## src/rtl/jsu_pkg.sv

```systemverilog
// Package for the JSON string unescaper: phase and status codes, the
// request and decode structs, character constants and the hex digit decoder.
// No dependencies.
package jsu_pkg;

  typedef enum logic [2:0] {
    PH_IDLE = 3'd0,
    PH_STR  = 3'd1,
    PH_ESC  = 3'd2,
    PH_HEX1 = 3'd3,
    PH_HEX2 = 3'd4,
    PH_HEX3 = 3'd5,
    PH_HEX4 = 3'd6
  } phase_e;

  typedef enum logic [1:0] {
    ST_BYTE = 2'd0,
    ST_DONE = 2'd1,
    ST_BAD  = 2'd2
  } status_e;

  // Characters of interest
  localparam logic [7:0] CH_QUOTE = 8'h22;
  localparam logic [7:0] CH_BSLASH = 8'h5C;
  localparam logic [7:0] CH_N = 8'h6E;
  localparam logic [7:0] CH_R = 8'h72;
  localparam logic [7:0] CH_T = 8'h74;
  localparam logic [7:0] CH_B = 8'h62;
  localparam logic [7:0] CH_F = 8'h66;
  localparam logic [7:0] CH_U = 8'h75;

  localparam logic [7:0] CTL_LF = 8'h0A;
  localparam logic [7:0] CTL_CR = 8'h0D;
  localparam logic [7:0] CTL_TAB = 8'h09;
  localparam logic [7:0] CTL_BS = 8'h08;
  localparam logic [7:0] CTL_FF = 8'h0C;

  // UTF-8 framing
  localparam logic [7:0] UTF8_LEAD2 = 8'hC0;
  localparam logic [7:0] UTF8_LEAD3 = 8'hE0;
  localparam logic [7:0] UTF8_CONT = 8'h80;
  localparam logic [15:0] CODE_LIM1 = 16'h0080;
  localparam logic [15:0] CODE_LIM2 = 16'h0800;

  localparam logic [1:0] RES_MAX = 2'd3;

  typedef struct packed {
    logic [7:0] in_byte;
    logic       end_of_text;
  } req_t;

  typedef struct packed {
    phase_e      phase;
    logic [15:0] accum;
    logic [1:0]  cnt;
    status_e     status;
    logic [7:0]  b0;
    logic [7:0]  b1;
    logic [7:0]  b2;
  } dec_t;

  // Return {valid, nibble} for an ASCII hex digit of either case
  function automatic logic [4:0] hex_decode(input logic [7:0] c);
    logic [4:0] r;
    r = 5'd0;
    if (c >= 8'h30 && c <= 8'h39) begin
      r = {1'b1, c[3:0]};
    end else if ((c >= 8'h61 && c <= 8'h66) || (c >= 8'h41 && c <= 8'h46)) begin
      r = {1'b1, c[3:0] + 4'd9};
    end
    return r;
  endfunction

endpackage

```

## src/rtl/jsu_in_if.sv

```systemverilog
// Request channel of the JSON string unescaper: one text byte per request.
// No dependencies.
interface jsu_in_if;
  logic       valid;
  logic       ready;
  logic [7:0] in_byte;
  logic       end_of_text;

  modport source (output valid, output in_byte, output end_of_text, input ready);
  modport sink (input valid, input in_byte, input end_of_text, output ready);
endinterface

```

## src/rtl/jsu_out_if.sv

```systemverilog
// Result channel of the JSON string unescaper: one decoded byte or status
// per transfer. No dependencies.
interface jsu_out_if;
  logic       valid;
  logic       ready;
  logic [7:0] out_byte;
  logic [1:0] status;
  logic       last;

  modport source (output valid, output out_byte, output status, output last, input ready);
  modport sink (input valid, input out_byte, input status, input last, output ready);
endinterface

```

## src/rtl/jsu_decode.sv

```systemverilog
// Combinational decode of one text byte against the current phase: next
// phase, next hex accumulator and up to three result bytes. Uses jsu_pkg.
module jsu_decode (
  input  jsu_pkg::req_t     req_i,
  input  jsu_pkg::phase_e   phase_i,
  input  logic [15:0]       accum_i,
  output jsu_pkg::dec_t     dec_o
);
  import jsu_pkg::*;

  logic [4:0]  hx;
  logic [15:0] code;
  logic [7:0]  c;

  assign c    = req_i.in_byte;
  assign hx   = hex_decode(c);
  assign code = {accum_i[11:0], hx[3:0]};

  // Decode one byte
  always_comb begin
    dec_o.phase  = phase_i;
    dec_o.accum  = accum_i;
    dec_o.cnt    = 2'd0;
    dec_o.status = ST_BYTE;
    dec_o.b0     = c;
    dec_o.b1     = 8'd0;
    dec_o.b2     = 8'd0;
    if (req_i.end_of_text) begin
      dec_o.phase  = PH_IDLE;
      dec_o.cnt    = 2'd1;
      dec_o.status = ST_BAD;
      dec_o.b0     = 8'd0;
    end else begin
      unique case (phase_i)
        PH_STR: begin
          if (c == CH_QUOTE) begin
            dec_o.phase  = PH_IDLE;
            dec_o.cnt    = 2'd1;
            dec_o.status = ST_DONE;
            dec_o.b0     = 8'd0;
          end else if (c == CH_BSLASH) begin
            dec_o.phase = PH_ESC;
          end else begin
            dec_o.cnt = 2'd1;
          end
        end
        PH_ESC: begin
          dec_o.phase = PH_STR;
          dec_o.cnt   = 2'd1;
          case (c)
            CH_N: dec_o.b0 = CTL_LF;
            CH_R: dec_o.b0 = CTL_CR;
            CH_T: dec_o.b0 = CTL_TAB;
            CH_B: dec_o.b0 = CTL_BS;
            CH_F: dec_o.b0 = CTL_FF;
            CH_U: begin
              dec_o.phase = PH_HEX1;
              dec_o.accum = 16'd0;
              dec_o.cnt   = 2'd0;
            end
            default: dec_o.b0 = c;
          endcase
        end
        PH_HEX1, PH_HEX2, PH_HEX3, PH_HEX4: begin
          if (!hx[4]) begin
            dec_o.phase  = PH_IDLE;
            dec_o.cnt    = 2'd1;
            dec_o.status = ST_BAD;
            dec_o.b0     = 8'd0;
          end else begin
            dec_o.accum = code;
            case (phase_i)
              PH_HEX1: dec_o.phase = PH_HEX2;
              PH_HEX2: dec_o.phase = PH_HEX3;
              PH_HEX3: dec_o.phase = PH_HEX4;
              default: begin
                // Fourth digit: emit the code point as UTF-8
                dec_o.phase = PH_STR;
                if (code < CODE_LIM1) begin
                  dec_o.cnt = 2'd1;
                  dec_o.b0  = code[7:0];
                end else if (code < CODE_LIM2) begin
                  dec_o.cnt = 2'd2;
                  dec_o.b0  = UTF8_LEAD2 | {3'd0, code[10:6]};
                  dec_o.b1  = UTF8_CONT | {2'd0, code[5:0]};
                end else begin
                  dec_o.cnt = RES_MAX;
                  dec_o.b0  = UTF8_LEAD3 | {4'd0, code[15:12]};
                  dec_o.b1  = UTF8_CONT | {2'd0, code[11:6]};
                  dec_o.b2  = UTF8_CONT | {2'd0, code[5:0]};
                end
              end
            endcase
          end
        end
        default: begin
          // Idle: only an opening quote is legal
          if (c == CH_QUOTE) begin
            dec_o.phase = PH_STR;
          end else begin
            dec_o.phase  = PH_IDLE;
            dec_o.cnt    = 2'd1;
            dec_o.status = ST_BAD;
            dec_o.b0     = 8'd0;
          end
        end
      endcase
    end
  end

endmodule

```

## src/rtl/json_string_unescape_top.sv

```systemverilog
// Top level of the JSON string unescaper: input register, decode and a
// three-entry result buffer. Depends on jsu_pkg, jsu_in_if, jsu_out_if, jsu_decode.
//
//   channel  dir  payload                     meaning
//   req_i    in   in_byte[8], end_of_text     one text byte or end-of-text mark
//   rsp_o    out  out_byte[8], status[2], last decoded byte or string status
//
// One request a cycle enters the input register when ready; it is decoded in the
// next cycle and loads the result buffer once there is room. Requests with one or
// no result sustain one per cycle; a stalled result consumer backs up through the
// buffer. The fourth hex digit of a \u escape loads up to three results, which drain
// one per cycle; a later request with results waits in the input register until the
// last drains. Reset returns the decoder to idle and empties both registers.
module json_string_unescape_top (
  input  logic      clk_i,
  input  logic      rst_ni,
  jsu_in_if.sink    req_i,
  jsu_out_if.source rsp_o
);
  import jsu_pkg::*;

  phase_e      phase_q;
  logic [15:0] accum_q;
  logic        v1_q;
  req_t        item_q;
  logic [1:0]  cnt_q;
  status_e     status_q;
  logic [7:0]  byte_q [3];
  dec_t        dec;
  logic        pop;
  logic        load_ok;
  logic        adv1;
  logic        load;

  jsu_decode u_decode (
    .req_i   (item_q),
    .phase_i (phase_q),
    .accum_i (accum_q),
    .dec_o   (dec)
  );

  // Handshake control
  assign pop     = rsp_o.valid && rsp_o.ready;
  assign load_ok = (cnt_q == 2'd0) || (cnt_q == 2'd1 && pop);
  assign adv1    = v1_q && ((dec.cnt == 2'd0) || load_ok);
  assign load    = adv1 && (dec.cnt != 2'd0);
  assign req_i.ready = !v1_q || adv1;

  // Input register
  always_ff @(posedge clk_i or negedge rst_ni) begin
    if (!rst_ni) begin
      v1_q <= 1'b0;
    end else if (req_i.ready) begin
      v1_q <= req_i.valid;
    end
  end

  always_ff @(posedge clk_i) begin
    if (req_i.ready && req_i.valid) begin
      item_q <= '{in_byte: req_i.in_byte, end_of_text: req_i.end_of_text};
    end
  end

  // Decoder state: advance when the held request retires
  always_ff @(posedge clk_i or negedge rst_ni) begin
    if (!rst_ni) begin
      phase_q <= PH_IDLE;
      accum_q <= 16'd0;
    end else if (adv1) begin
      phase_q <= dec.phase;
      accum_q <= dec.accum;
    end
  end

  // Result buffer count
  always_ff @(posedge clk_i or negedge rst_ni) begin
    if (!rst_ni) begin
      cnt_q <= 2'd0;
    end else if (load) begin
      cnt_q <= dec.cnt;
    end else if (pop) begin
      cnt_q <= cnt_q - 2'd1;
    end
  end

  // Result buffer payload: load all, shift on drain
  always_ff @(posedge clk_i) begin
    if (load) begin
      byte_q[0] <= dec.b0;
      byte_q[1] <= dec.b1;
      byte_q[2] <= dec.b2;
      status_q  <= dec.status;
    end else if (pop) begin
      byte_q[0] <= byte_q[1];
      byte_q[1] <= byte_q[2];
    end
  end

  assign rsp_o.valid    = (cnt_q != 2'd0);
  assign rsp_o.out_byte = byte_q[0];
  assign rsp_o.status   = status_q;
  assign rsp_o.last     = (cnt_q == 2'd1);

`ifndef SYNTHESIS
  // Results load only into an empty or draining buffer
  a_load_room: assert property (@(posedge clk_i) disable iff (!rst_ni)
    load |-> (cnt_q == 2'd0 || (cnt_q == 2'd1 && pop)))
    else $error("result buffer overwritten");

  // Status results are always single and last
  a_status_single: assert property (@(posedge clk_i) disable iff (!rst_ni)
    rsp_o.valid && status_q != ST_BYTE |-> cnt_q == 2'd1)
    else $error("status result not alone");

  // Draining the last result with nothing new empties the buffer
  a_drain_empty: assert property (@(posedge clk_i) disable iff (!rst_ni)
    pop && cnt_q == 2'd1 && !load |=> !rsp_o.valid)
    else $error("buffer not empty after last drain");

  // A held request with results blocks input while the buffer is busy
  a_backpressure: assert property (@(posedge clk_i) disable iff (!rst_ni)
    v1_q && dec.cnt != 2'd0 && cnt_q > 2'd1 |-> !req_i.ready)
    else $error("input accepted while result buffer is busy");

  // A multi-byte sequence comes only from the fourth hex digit
  a_multi_src: assert property (@(posedge clk_i) disable iff (!rst_ni)
    load && dec.cnt > 2'd1 |-> phase_q == PH_HEX4 && dec.phase == PH_STR)
    else $error("multi-byte result outside a unicode escape");
`endif

endmodule

```

## src/flat_wrapper.sv

```systemverilog
// flat-port wrapper written by rule: the top's interface ports become plain ports
module json_string_unescape_top_flat import jsu_pkg::*;
  (clk_i, rst_ni, req_i_valid, req_i_in_byte, req_i_end_of_text, req_i_ready, rsp_o_valid, rsp_o_out_byte, rsp_o_status, rsp_o_last, rsp_o_ready);
  jsu_in_if req_i_i ();
  jsu_out_if rsp_o_i ();
  input  logic clk_i;
  input  logic rst_ni;
  input wire logic [$bits(req_i_i.valid)-1:0] req_i_valid;
  input wire logic [$bits(req_i_i.in_byte)-1:0] req_i_in_byte;
  input wire logic [$bits(req_i_i.end_of_text)-1:0] req_i_end_of_text;
  output wire logic [$bits(req_i_i.ready)-1:0] req_i_ready;
  output wire logic [$bits(rsp_o_i.valid)-1:0] rsp_o_valid;
  output wire logic [$bits(rsp_o_i.out_byte)-1:0] rsp_o_out_byte;
  output wire logic [$bits(rsp_o_i.status)-1:0] rsp_o_status;
  output wire logic [$bits(rsp_o_i.last)-1:0] rsp_o_last;
  input wire logic [$bits(rsp_o_i.ready)-1:0] rsp_o_ready;
  assign req_i_i.valid = req_i_valid;
  assign req_i_i.in_byte = req_i_in_byte;
  assign req_i_i.end_of_text = req_i_end_of_text;
  assign req_i_ready = req_i_i.ready;
  assign rsp_o_valid = rsp_o_i.valid;
  assign rsp_o_out_byte = rsp_o_i.out_byte;
  assign rsp_o_status = rsp_o_i.status;
  assign rsp_o_last = rsp_o_i.last;
  assign rsp_o_i.ready = rsp_o_ready;
  json_string_unescape_top u_core (.clk_i(clk_i), .rst_ni(rst_ni), .req_i(req_i_i), .rsp_o(rsp_o_i));
endmodule
```

## config.mk

```make
export PLATFORM = sky130hd
export DESIGN_NAME = json_string_unescape_top_flat
export DESIGN_NICKNAME = d
export VERILOG_FILES = /design/src/rtl/jsu_pkg.sv /design/src/rtl/jsu_in_if.sv /design/src/rtl/jsu_out_if.sv /design/src/rtl/jsu_decode.sv /design/src/rtl/json_string_unescape_top.sv /design/src/flat_wrapper.sv
export SDC_FILE = /design/constraint.sdc
export NUM_CORES = 1
export LEC_CHECK = 0
export BUFFER_PORTS_ARGS = -buffer_cell sky130_fd_sc_hd__buf_2
export CORE_AREA = 10 10 95 97
export CTS_CLUSTER_SIZE = 30
export DETAILED_ROUTE_END_ITERATION = 6
export DIE_AREA = 0 0 105 107
export MAX_ROUTING_LAYER = met4
export PLACE_DENSITY = 0.61
export SYNTH_ARGS = -nofsm -noshare
export SYNTH_HDL_FRONTEND = slang
export SYNTH_SLANG_ARGS = --single-unit
```

## constraint.sdc

```tcl
create_clock -name clk_i -period 4.15 [get_ports clk_i]
set_input_delay 0.2075 -clock clk_i [delete_from_list [all_inputs] [get_ports clk_i]]
set_output_delay 0.2075 -clock clk_i [all_outputs]
set_load 0.03 [all_outputs]
```

Word-level counts from Yosys, hierarchy flattened
Memory sizes are Yosys's and may differ from the RTL's.
Index checks and enable logic that the tools add are counted.
{ "word_totals": {"input_bits": 13, "output_inout_bits": 13, "wordCells": 106, "ff_bits": 29, "n_memories": 1, "ram_bits": 24} }
{ "mem_list": {"columns": ["memory", "depth", "word_bits", "read_ports", "rd_clocked_by_memory_dff", "wr", "line_no", "source"], "rows": [
  ["u_core.byte_q", 3, 8, 3, 0, 3, "json_string_unescape_top.sv:28", "logic [7:0] byte_q [3];"]
]} }
{ "classes": {"muxes": 44, "n_reduce_logical": 23, "bitwise": 3, "n_addsub": 2, "eq_ne": 18, "magnitude_cmp": 8} }
{ "op_table": {"columns": ["cell", "count"], "rows": [
  ["two-way mux 16 bit", 4],
  ["== test 8 x 7 -> 1 bit (second input constant)", 7],
  ["two-way mux 8 bit", 5],
  ["one-hot mux 8 bit (5 select lines)", 1],
  ["two-way mux 12 bit", 2],
  ["two-way mux 24 bit", 1],
  ["one-hot mux 12 bit (2 select lines)", 1],
  ["one-hot mux 8 bit (3 select lines)", 1],
  ["two-way mux 20 bit", 1],
  ["one-hot mux 3 bit (3 select lines)", 2],
  ["greater-or-equal comparator 8 x 7 -> 1 bit (second input constant)", 2],
  ["less-or-equal comparator 8 x 7 -> 1 bit (second input constant)", 2],
  ["< comparator 16 x 12 -> 1 bit (second input constant)", 1],
  ["< comparator 16 x 8 -> 1 bit (second input constant)", 1],
  ["two-way mux 14 bit", 1],
  ["two-way mux 2 bit", 6],
  ["two-way mux 3 bit", 4],
  ["one-hot mux 2 bit (3 select lines)", 2],
  ["two-way mux 11 bit", 1],
  ["two-way mux 5 bit", 2],
  ["== test 3 bit (second input constant)", 3],
  ["two-way mux 1 bit", 9],
  ["two-way mux 9 bit", 1],
  ["== test 8 x 6 -> 1 bit (second input constant)", 1],
  ["other kinds (21)", 37]
]} }

Longest topological paths before layout
Gate-level depths: netlist of the first run.
{ "logic_depth": {"word_depth": 19, "depth_mapped": 12, "mapped_depth_nobuf": 9} }

By module
A second synthesis of the first run with hierarchy kept.
{ "unflattened": {"cells_unflattened": 344, "area_unflattened_um2": 3679.8} }
{ "by_module_without_submodules": {"columns": ["module", "cells_per_inst", "seq_area_each_um2", "area_per_inst_um2", "n_inst"], "rows": [
  ["json_string_unescape_top", 126, 1601.5, 2332.2, 1],
  ["jsu_decode", 218, 0.0, 1347.5, 1]
]} }

Worst setup path after synthesis of the first run
OpenSTA, ideal clock, no wires.
{ "synth_timing": {"kind": "register -> register", "from": "reg u_core.item_q[1] (netlist bit)", "to": "reg u_core.accum_q[10]", "setup_time_ps": 121, "slack_ps": 1292, "stages_incl_launch_ff": 12, "arrival_ps": 2737, "path_buffers": 2, "t_required_ps": 4029, "period_less_slack_ps": 2858, "path_cell_list": "edfxtp_1 inv_1 ha_1 nor3b_1 nor3b_4 nor2_1 or4_1 buf_2 a31oi_4 or4b_4 buf_6 a22o_1"} }
{ "synth_between": {"elab_chain_len": 16, "elab_cells_between_ends": 34, "cone_classes": "1 x add/sub; 8 x order compare; 5 x eq/ne; 12 x mux; 8 x reduce/logical"} }
{ "synth_rtl": {"columns": ["item", "line_no", "source"], "rows": [
  ["start, declared", "json_string_unescape_top.sv:25", "req_t item_q;"],
  ["start signal, assigned", "json_string_unescape_top.sv:60", "item_q <= '{in_byte: req_i.in_byte, end_of_text: req_i.end_of_text};"],
  ["greater-or-equal comparator 8 x 7 -> 1 bit / less-or-equal comparator 8 x 7 -> 1 bit (equally long branches)", "jsu_pkg.sv:68", "end else if ((c >= 8'h61 && c <= 8'h66) || (c >= 8'h41 && c <= 8'h46)) begin"],
  ["logical AND 1 bit", "jsu_pkg.sv:68", null],
  ["logical OR 1 bit", "jsu_pkg.sv:68", null],
  ["two-way mux 5 bit", "jsu_pkg.sv:68", null],
  ["two-way mux 5 bit", "jsu_pkg.sv:66", "if (c >= 8'h30 && c <= 8'h39) begin"],
  ["< comparator 16 x 12 -> 1 bit", "jsu_decode.sv:82", "end else if (code < CODE_LIM2) begin"],
  ["two-way mux 1 bit", "jsu_decode.sv:82", null],
  ["two-way mux 2 bit", "jsu_decode.sv:79", "if (code < CODE_LIM1) begin"],
  ["two-way mux 2 bit", "jsu_decode.sv:72", "case (phase_i)"],
  ["two-way mux 2 bit", "jsu_decode.sv:65", "if (!hx[4]) begin"],
  ["one-hot mux 2 bit (3 select lines)", "jsu_decode.sv:34", "unique case (phase_i)"],
  ["two-way mux 12 bit", "jsu_decode.sv:28", "if (req_i.end_of_text) begin"],
  ["zero test 2 bit", "json_string_unescape_top.sv:45", "assign adv1 = v1_q && ((dec.cnt == 2'd0) || load_ok);"],
  ["logical OR 1 bit", "json_string_unescape_top.sv:45", null],
  ["logical AND 1 bit", "json_string_unescape_top.sv:45", null],
  ["AND reduction 5 bit (no source line) (*)", null, null],
  ["end signal, assigned", "json_string_unescape_top.sv:71", "accum_q <= dec.accum;"],
  ["end, declared", "json_string_unescape_top.sv:23", "logic [15:0] accum_q;"]
]} }
Every way passes the cells marked *; elsewhere a longest branch is shown, timed or not. The select of a mux whose other input is x is not followed.
A chain may end at the register's enable or synchronous reset.

==> qor.yml, run 1 <==
post_cts_buffers: 0
synth.avg_cell_area_sq_um: 9.99
worstSetupStartpointType: "flip-flop"
grt_usage: 0.143
multi_input_comb_area_sq_um: 1490
die_x_microns: 105
cts-root-buf: "clkbuf_8"
nets: 347
crit_fanout: 20
antenna_found_initial: 0
synth_top_area_cell: "edfxtp_1"
ir_drop_mv: 0.237
nFillCells: 684
drive_above_1_share: 0.152
cp_top_family: "simple AND/OR/NAND/NOR gates"
synthArstFlopShare: 0.353
firstDrtPassIters: 5
cp-end-kind: "flip-flop"
coreArea_sq_um: 7140
worstMarginPinSlew_ns: 0.763
htree_levels: 2
critPathMaxStageDelay_ns: 0.52
synth_seq_area_share: 0.459
clkLatencyLatePin_ns: 0.31
synth_top_family_by_area: "compound AO/OA/AOI/OAI gates"
cp_cell_sequence: "inv_1 -> ha_1 -> nor3b_1 -> or3b_1 -> a2111oi_4 -> o41ai_1 -> nor2b_1 -> buf_4 -> nor2_1 -> a22o_1"
finalSetupViolations: 0
drv_cap: 0
num_antenna_cells: 0
reg2reg_setup_slack_ns: 0.65
ys.flop_type: "edfxtp_1"
synth_area_leaders: "edfxtp_1, dfrtp_1, a22o_1, nand2_1, a21oi_1"
die_y_microns: 107
grt_pass1_vias: 2406
crit_arrival_ns: 3.59
required_ns: 4.23
drc: 0
start_util: 0.440
synthesis.nets: 333
dieArea_sq_um: 11200
crit_buf_inv: 2
grt_max_degree: 23
synth_top_area_share: 0.316
synth_edf_count: 33
dpl.hpwl_mm: 5.85
powerDensity_nw_per_um2: 591
path_class: "flip-flop to flip-flop"
port_buffers: 25
synth_compound_area_frac: 0.242
io_pins: 26
synthMuxAreaShare: 0
rows: 31
relSlewSlack: 0.487
grt_setup_unrepaired: "false"
fmax_mhz: 285
synth_adder_area_share: 0.0239
power.leakage_nw: 1.32
cts-resized-gates: 0
syn_area_sq_um: 3140
place_congestion: 0.959
cts_max_path_buffers: 2
finalMaxSlewViolations: 0
synth_warnings: 0
period_needed_ns: 3.50
critPathSlowestCell: "edfxtp_1"
syn2layout_area_growth_pct: 8.09
totalWireLength_mm: 7.76
cts-hold-fix-buffers: 1
fin_setup_tns_ns: 0
drt_iter0_markers: 332
yosys.cell_types.count: 63
status: "complete, no violations"
finalPower_mw: 2.00
ys_ff_latch: 51
path_clk_slew_ns: 0.10
postRouteAntennaNets: 0
regArea_sq_um: 1440
synth_simple_gate_area_frac: 0.203
grt_overflow: 0
synth-xor-area-share: 0.00558
wl_per_cell_microns: 18.1
cts_num_sinks: 51
vias: 2528
synthCells: 314
cts_tree: "yes"
numCtsBuffers: 5
grt_pass1_wl_mm: 12.7
hold_viol: 0
fin_skew_ns: 0.00931
routed_via_density: 5.91
hold_path.class: "input pin to flip-flop"
fin_crit_sh: 0.844
[sequential cells by signal, summed over array words and instances, names as in the netlist]
signal and cells:
u_core.accum_q 12, u_core.v1_q 1, u_core.byte_q 22, u_core.cnt_q 2, u_core.phase_q 3, u_core.rsp_o.status 2, u_core.item_q 9
[logic make-up after synthesis]
group / Yosys count
buffers and inverters: 38
AO/OA/AOI/OAI: 104
flip-flops: 51
AND/OR/NAND/NOR: 113
adder cells (fa/ha/maj): 6
XOR/XNOR: 2
[cell usage after synthesis, types with 6 or more instances]
library cell,instances
o31ai_1,8
nand2b_1,7
a22o_1,15
nor2_1,20
a31oi_1,7
dfrtp_1,18
ha_1,6
clkbuf_1,8
nor3_1,6
a21oi_1,18
nand2_1,32
inv_1,15
nand3_1,7
edfxtp_1,33
o21ai_0,17
buf_4,8
[layer usage]
metal / share of wire / vias up / GRT usage
li1: - / 1220 / -
met1: 0.47 / 1221 / 0.182
met2: 0.46 / 73 / 0.218
met3: 0.046 / 14 / 0.0305
met4: 0.022 / 0 / 0.0588
met5: 0 / - / -
[cell type report]
cell class | count | area share
multi-input combinational | 225 | 0.439
sequential | 51 | 0.425
timing repair buffer | 30 | 0.0487
tap | 99 | 0.0365
clock buffer | 5 | 0.0203
inverter | 15 | 0.0166
clock inverter | 3 | 0.0136
[placed cells by master, fill, tap and decap left out, drive strengths merged, types with 6 or more instances in the layout]
| master | n |
|---|---|
| edfxtp | 33 |
| o21ai | 19 |
| nand3 | 7 |
| nand2b | 7 |
| dfrtp | 18 |
| nor2 | 20 |
| ha | 6 |
| buf | 29 |
| a31oi | 8 |
| a22o | 15 |
| inv | 16 |
| o31ai | 8 |
| nand2 | 32 |
| a21oi | 18 |
| nor3 | 8 |
[metrics by stage]
stage	std cells	setup slack [ns]	utilization	cell area (sq um)	hold WS, ns
final	428	0.646	0.475	3390	0.0685
after global routing	428	0.373	0.475	3390	0.0568
after CTS	428	0.662	0.475	3390	0.0587
after global placement	419	0.777	0.458	3270	0.174
after floorplan	314	1.29	-	3140	-0.0881
after detailed placement	419	0.712	0.458	3270	0.180
[final timing paths]
check / cells after the start / from / end
hold / removal: 1 / req_i_in_byte[2] / u_core.item_q[3]
setup / recovery: 10 / u_core.item_q[1] / u_core.byte_q[0][2]
hold reg to reg: 2 / u_core.byte_q[0][11] / u_core.byte_q[0][3]
min in group asynchronous: 2 / rst_ni / u_core.accum_q[7]
setup reg to reg: 10 / u_core.item_q[1] / u_core.byte_q[0][2]
max in group asynchronous: 2 / rst_ni / u_core.phase_q[2]
[power by group]
| group | total (mW) | internal, mW | switching (mW) |
|---|---|---|---|
| registers | 0.862 | 0.742 | 0.120 |
| clock network | 0.354 | 0.182 | 0.172 |
| logic | 0.787 | 0.261 | 0.526 |
| total | 2.00 | 1.18 | 0.818 |
(Power assumes the default switching activity.)
==> run 2: changes to the inputs <==
clock period = 3.4 ns   (was 4.15 ns; I/O delays follow)
==> run 2 against run 1 <==
  * First-iteration DRC count is 35% higher
  * Cell area up 1.4%
  * Clock skew is 0.0012 ns higher
  * Clock-buffer cell count did not move
  * Setup slack worse by 0.44 ns
  * Via count grew 2.8%
  * Largest power group unchanged
==> qor.yml, run 2 (same netlist as run 1, synthesis figures left out) <==
instances_no_fill: 436  # +1.9%
rows: 31  # unchanged
period_needed_ns: 3.19
status: "complete, no violations"
grt_pass1_wl_mm: 13.2  # +4.2%
die_x_microns: 105  # unchanged
worst_slack_ns: 0.209  # -0.437 ns
p_clk_frac: 0.157  # -0.020
required_ns: 3.23  # -1.00 ns
dp_cells: 427  # +1.9%
dp_slack_ns: 0.281  # -0.431 ns
num_antenna_cells: 0  # unchanged
hold_viol: 0  # unchanged
grt_overflow: 0  # unchanged
cts-root-buf: "clkbuf_8"
clkLatencyLatePin_ns: 0.32  # about the same
syn2layout_area_growth_pct: 9.57
dpl.hpwl_mm: 6.08  # +3.8%
nets: 355  # +2.3%
grt_pass1_vias: 2469  # +2.6%
dieArea_sq_um: 11200  # unchanged
start_util: 0.440  # unchanged
routed_via_density: 5.96  # +0.92%
postRouteAntennaNets: 0  # unchanged
fin_skew_ns: 0.0105  # +0.00118 ns
die_y_microns: 107  # unchanged
swShare: 0.426  # +0.0174
crit_arrival_ns: 3.02  # -0.57 ns
reg2reg_setup_slack_ns: 0.22  # -0.43 ns
wl_per_cell_microns: 18.6  # +2.3%
final_common_cell: "edfxtp_1"
fmax_mhz: 313
final_cell_mix: "edfxtp_1, nand2_1, buf_2"
power.leakage_nw: 1.35  # +2.4%
path_class: "flip-flop to output pin"
combPwrFrac: 0.417  # +0.024
p_sw_mw: 1.04  # +27%
htree_levels: 2  # unchanged
io_pins: 26  # unchanged
hold_path.class: "input pin to flip-flop"
cts_num_sinks: 51  # unchanged
placed_cell_area_sq_um: 3330  # +1.8%
r2r_start: "u_core.item_q[1]"
critical_path.startpoint: "u_core.item_q[1]"
fin_crit_sh: 0.939
drv_cap: 0  # unchanged
worstSetupStartpointType: "flip-flop"
cts_tree: "yes"
path_clk_slew_ns: 0.11  # about the same
antenna_found_initial: 0  # unchanged
finalPower_mw: 2.44  # +22%
numCtsBuffers: 5  # unchanged
vias: 2599  # +2.8%
coreArea_sq_um: 7140  # unchanged
r2r_end: "u_core.accum_q[0]"
largest_reg_flops: 22  # unchanged
cts_max_path_buffers: 2  # unchanged
cp-end-kind: "output pin"
grt_max_degree: 26  # +13%
internal-power_mw: 1.40  # +18%
seqPwrFrac: 0.426  # -0.004
r2r_cells: 9  # -1
stdcell_area_sq_um: 3440  # +1.4%
port_buffers: 25  # unchanged
fin_setup_tns_ns: 0  # unchanged
place_congestion: 1.00  # +4.7%
crit_fanout: 8  # -60%
endpoint: "req_i_ready"
drive_above_1_share: 0.175  # +0.0231
drt_iter0_markers: 447  # +35%
finalSetupViolations: 0  # unchanged
powerDensity_nw_per_um2: 709  # +20%
ir_drop_mv: 0.224  # -5.6%
drc: 0  # unchanged
hold_path_depth: 1  # unchanged
finalMaxSlewViolations: 0  # unchanged
totalWireLength_mm: 8.09  # +4.2%
relSlewSlack: 0.478  # -0.00838
grt_usage: 0.149  # +0.00514
max_flop_register: "u_core.byte_q"
reg.largest.list: "u_core.byte_q x22, u_core.accum_q x12, u_core.item_q x9"
worstMarginPinSlew_ns: 0.781  # +0.0180 ns
grt_setup_unrepaired: "true"
firstDrtPassIters: 5  # unchanged
run 2: cell types whose count changed in the layout (fill, tap and decap cells not counted):
cell / change
inv_6: -1
inv_8: +1
a21oi_1: -1
a21oi_2: +1
clkinvlp_4: -1
bufinv_16: -1
clkinv_4: +2
buf_4: +8
run 2: per-stage QoR:
step | util | hold slack, ns
after floorplan | - | -0.126
after global placement | 0.466 | 0.143
after detailed placement | 0.466 | 0.142
after CTS | 0.481 | 0.00746
after global routing | 0.482 | 0.00779
final | 0.482 | 0.0118
run 2: routing by layer:
layer	track usage	wire length [microns]	vias up
met2	0.228	3740	118
met3	0.0281	557	15
li1	-	-	1233
met4	0.0431	128	0
met1	0.196	3660	1233
met5	-	0	-
run 2: how the worst min path moves through the flow:
stage	start	endpoint
CTS	req_i_in_byte[3]	u_core.item_q[4]
global route	req_i_in_byte[7]	u_core.item_q[8]
finish	req_i_in_byte[3]	u_core.item_q[4]
global placement	rst_ni	u_core.phase_q[2]
detailed placement	rst_ni	u_core.phase_q[2]
floorplan	rst_ni	u_core.accum_q[0]
run 2: cell type report:
class	instances	area (sq um)
tap	99	124
clock buffer	5	68.8
sequential	51	1440
inverter	15	56.3
timing repair buffer	38	225
multi-input combinational	225	1490
clock inverter	3	28.8
fill	698	3700
run 2: critical path, cell delays in order (launching register included):
cell and delay [ns]:
edfxtp_1 0.52, inv_1 0.12, ha_1 0.28, nor3b_1 0.20, nor3b_4 0.30, nor2_1 0.10
or4_1 0.65, a21oi_1 0.29, inv_1 0.06, buf_2 0.18
run 2: power by group through the flow:
| stage | registers [mW] | logic [mW] | clock network [mW] |
|---|---|---|---|
| floorplan | 1.01 | 0.812 | 0 |
| global placement | 1.05 | 1.01 | 0 |
| detailed placement | 1.05 | 1.00 | 0 |
| CTS | 1.04 | 1.01 | 0.396 |
| global route | 1.06 | 1.11 | 0.429 |
| finish | 1.04 | 1.02 | 0.384 |
run 2: repair_timing:
action / in CTS / in global routing
gates resized for setup: 0 / 1
hold endpoints to repair: 18 / 0
setup buffers: 0 / 0
endpoints found under the setup margin: 0 / 4
hold buffers: 1 / 0
==> run 3: changes to the inputs <==
CORE_AREA = 2 2 87 89   (was 10 10 95 97)
CTS_BUF_LIST = sky130_fd_sc_hd__clkbuf_16   (was unset)
CTS_CLUSTER_DIAMETER = 100   (was unset)
DIE_AREA = 0 0 89 91   (was 0 0 105 107)
==> run 3 against run 2 <==
  * Setup slack better by 0.089 ns
  * Die area shrank 28%
  * Global-route usage increased by 6.2 points
  * Non-clock buffer count up 2
  * Critical endpoint is now u_core.accum_q[7]
  * Largest power group unchanged
==> qor.yml, run 3 (same netlist as run 1, synthesis figures left out) <==
path_clk_slew_ns: 0.07  # -0.04 ns
seqPwrFrac: 0.406  # -0.020
routed_via_density: 5.97  # about the same
totalWireLength_mm: 7.76  # -4.1%
nFillCells: 678  # -2.9%
fmax_mhz: 322  # +2.9%
rows: 31  # unchanged
power.leakage_nw: 1.39  # +2.7%
drc: 0  # unchanged
hold_viol: 0  # unchanged
fin_skew_ns: 0.00723  # -0.00326 ns
grt_setup_unrepaired: "false"
drv_cap: 0  # unchanged
place_congestion: 0.930  # -7.4%
cp-end-kind: "flip-flop"
max_flop_register: "u_core.byte_q"
cts_num_sinks: 51  # unchanged
cts_max_path_buffers: 2  # unchanged
fin_crit_sh: 0.913  # -0.0261
htree_levels: 2  # unchanged
nets: 357  # +0.56%
grt_max_degree: 26  # unchanged
postRouteAntennaNets: 0  # unchanged
finalPower_mw: 2.55  # +4.7%
firstDrtPassIters: 5  # unchanged
r2r_start: "u_core.item_q[1]"
wl_per_cell_microns: 17.7  # -4.5%
io_pins: 26  # unchanged
required_ns: 3.58  # +0.35 ns
reg.largest.list: "u_core.byte_q x22, u_core.accum_q x12, u_core.item_q x9"
hold_path.class: "input pin to flip-flop"
clkLatencyLatePin_ns: 0.29  # -0.03 ns
critPathSlowestCell: "or4b_4"
crit_fanout: 12  # +4
p_clk_frac: 0.191  # +0.034
die_x_microns: 89  # -15%
status: "complete, no violations"
combPwrFrac: 0.402  # -0.015
numCtsBuffers: 5  # unchanged
final_cell_mix: "edfxtp_1, nand2_1, buf_2"
cts-root-buf: "clkbuf_16"
internal-power_mw: 1.53  # +9.4%
grt_pass1_vias: 2439  # -1.2%
drt_iter0_markers: 219  # -51%
drive_above_1_share: 0.177  # +0.00192
die_y_microns: 91  # -15%
num_antenna_cells: 0  # unchanged
antenna_found_initial: 0  # unchanged
cp_cell_sequence: "inv_1 -> ha_1 -> nor3b_1 -> buf_4 -> nor3b_4 -> nor3_1 -> nor3_2 -> a31oi_4 -> or4b_4 -> a22o_1"
period_needed_ns: 3.10  # -0.0887 ns
fin_setup_tns_ns: 0  # unchanged
dieArea_sq_um: 8100  # -28%
start_util: 0.440  # unchanged
ir_drop_mv: 0.274  # +23%
finalMaxSlewViolations: 0  # unchanged
crit_arrival_ns: 3.28  # +0.26 ns
path_class: "flip-flop to flip-flop"
p_sw_mw: 1.02  # -1.6%
coreArea_sq_um: 7140  # unchanged
powerDensity_nw_per_um2: 728  # +2.6%
finalSetupViolations: 0  # unchanged
port_buffers: 25  # unchanged
hp-start: "req_i_in_byte[5]"
final_common_cell: "edfxtp_1"
vias: 2613  # +0.54%
critPathMaxStageDelay_ns: 0.62  # -0.03 ns
largest_reg_flops: 22  # unchanged
syn2layout_area_growth_pct: 11.8
swShare: 0.400  # -0.0256
grt_pass1_wl_mm: 12.8  # -3.0%
worstMarginPinSlew_ns: 0.804  # +0.0232 ns
cts_tree: "yes"
worstSetupStartpointType: "flip-flop"
critical_path.startpoint: "u_core.item_q[1]"
grt_usage: 0.210  # +0.0616
grt_overflow: 0  # unchanged
dpl.hpwl_mm: 5.86  # -3.5%
hold_ws_ns: 0.0463  # +0.0345 ns
relSlewSlack: 0.463  # -0.0155
==> run 3: final timing paths <==
kind / endpoint / slack (ns) / depth (start not counted)
max in group asynchronous: u_core.accum_q[10] / 2.74 / 2
max: u_core.accum_q[7] / 0.30 / 10
min: u_core.item_q[6] / 0.05 / 1
min reg2reg: u_core.byte_q[0][13] / 0.53 / 2
max reg2reg: u_core.accum_q[7] / 0.30 / 10
min in group asynchronous: u_core.phase_q[2] / 0.35 / 2
==> run 3: worst max-delay path: cells and delay by family (launching register included) <==
| kind | cells | cell delay (ns) |
|---|---|---|
| and+or+nand+nor | 5 | 1.47 |
| DFF | 1 | 0.51 |
| adders and majority gates | 1 | 0.26 |
| buffers and inverters | 2 | 0.26 |
| AOI/OAI and AO/OA | 2 | 0.48 |
==> run 3: what timing repair did <==
| item | in CTS | in global routing |
|---|---|---|
| hold endpoints to repair | 18 | 0 |
| endpoints found under the setup margin | 0 | 1 |
| hold buffers | 1 | 0 |
| buffers inserted | 0 | 0 |
| gates resized for setup | 0 | 1 |
==> run 3: power by group through the flow <==
stage	logic (mW)	clock network, mW	registers (mW)
2_1_floorplan	0.812	0	1.01
3_3_place_gp	1.02	0	1.05
3_5_place_dp	1.02	0	1.05
4_1_cts	1.02	0.497	1.04
5_1_grt	1.14	0.522	1.06
6_report	1.03	0.488	1.04
==> run 3: area by class of cell <==
cell class / count / area, sq um / share of cell area
clock buffers: 5 / 125 / 0.0357
clock inverters: 3 / 16.3 / 0.00463
inverters: 15 / 56.3 / 0.0160
multi-input cells: 225 / 1490 / 0.426
flip-flops and latches: 51 / 1440 / 0.411
well taps: 99 / 124 / 0.0353
repair buffers: 40 / 253 / 0.0720
==> run 3: metrics by stage <==
stage | area, sq um | cells | setup WS [ns] | utilization
after floorplan | 3140 | 314 | 0.542 | -
after global placement | 3350 | 429 | 0.288 | 0.470
after global routing | 3510 | 438 | 0.0238 | 0.492
after CTS | 3510 | 438 | 0.219 | 0.491
after detailed placement | 3350 | 429 | 0.269 | 0.470
final | 3510 | 438 | 0.297 | 0.492
==> run 3: per-layer routing <==
metal	share of wire	global-route usage	vias to the layer above	routed length (microns)
li1	-	-	1238	-
met1	0.45	0.293	1243	3510
met2	0.47	0.318	113	3630
met3	0.060	0.0318	19	467
met4	0.020	0.0622	0	154
met5	0	-	-	0
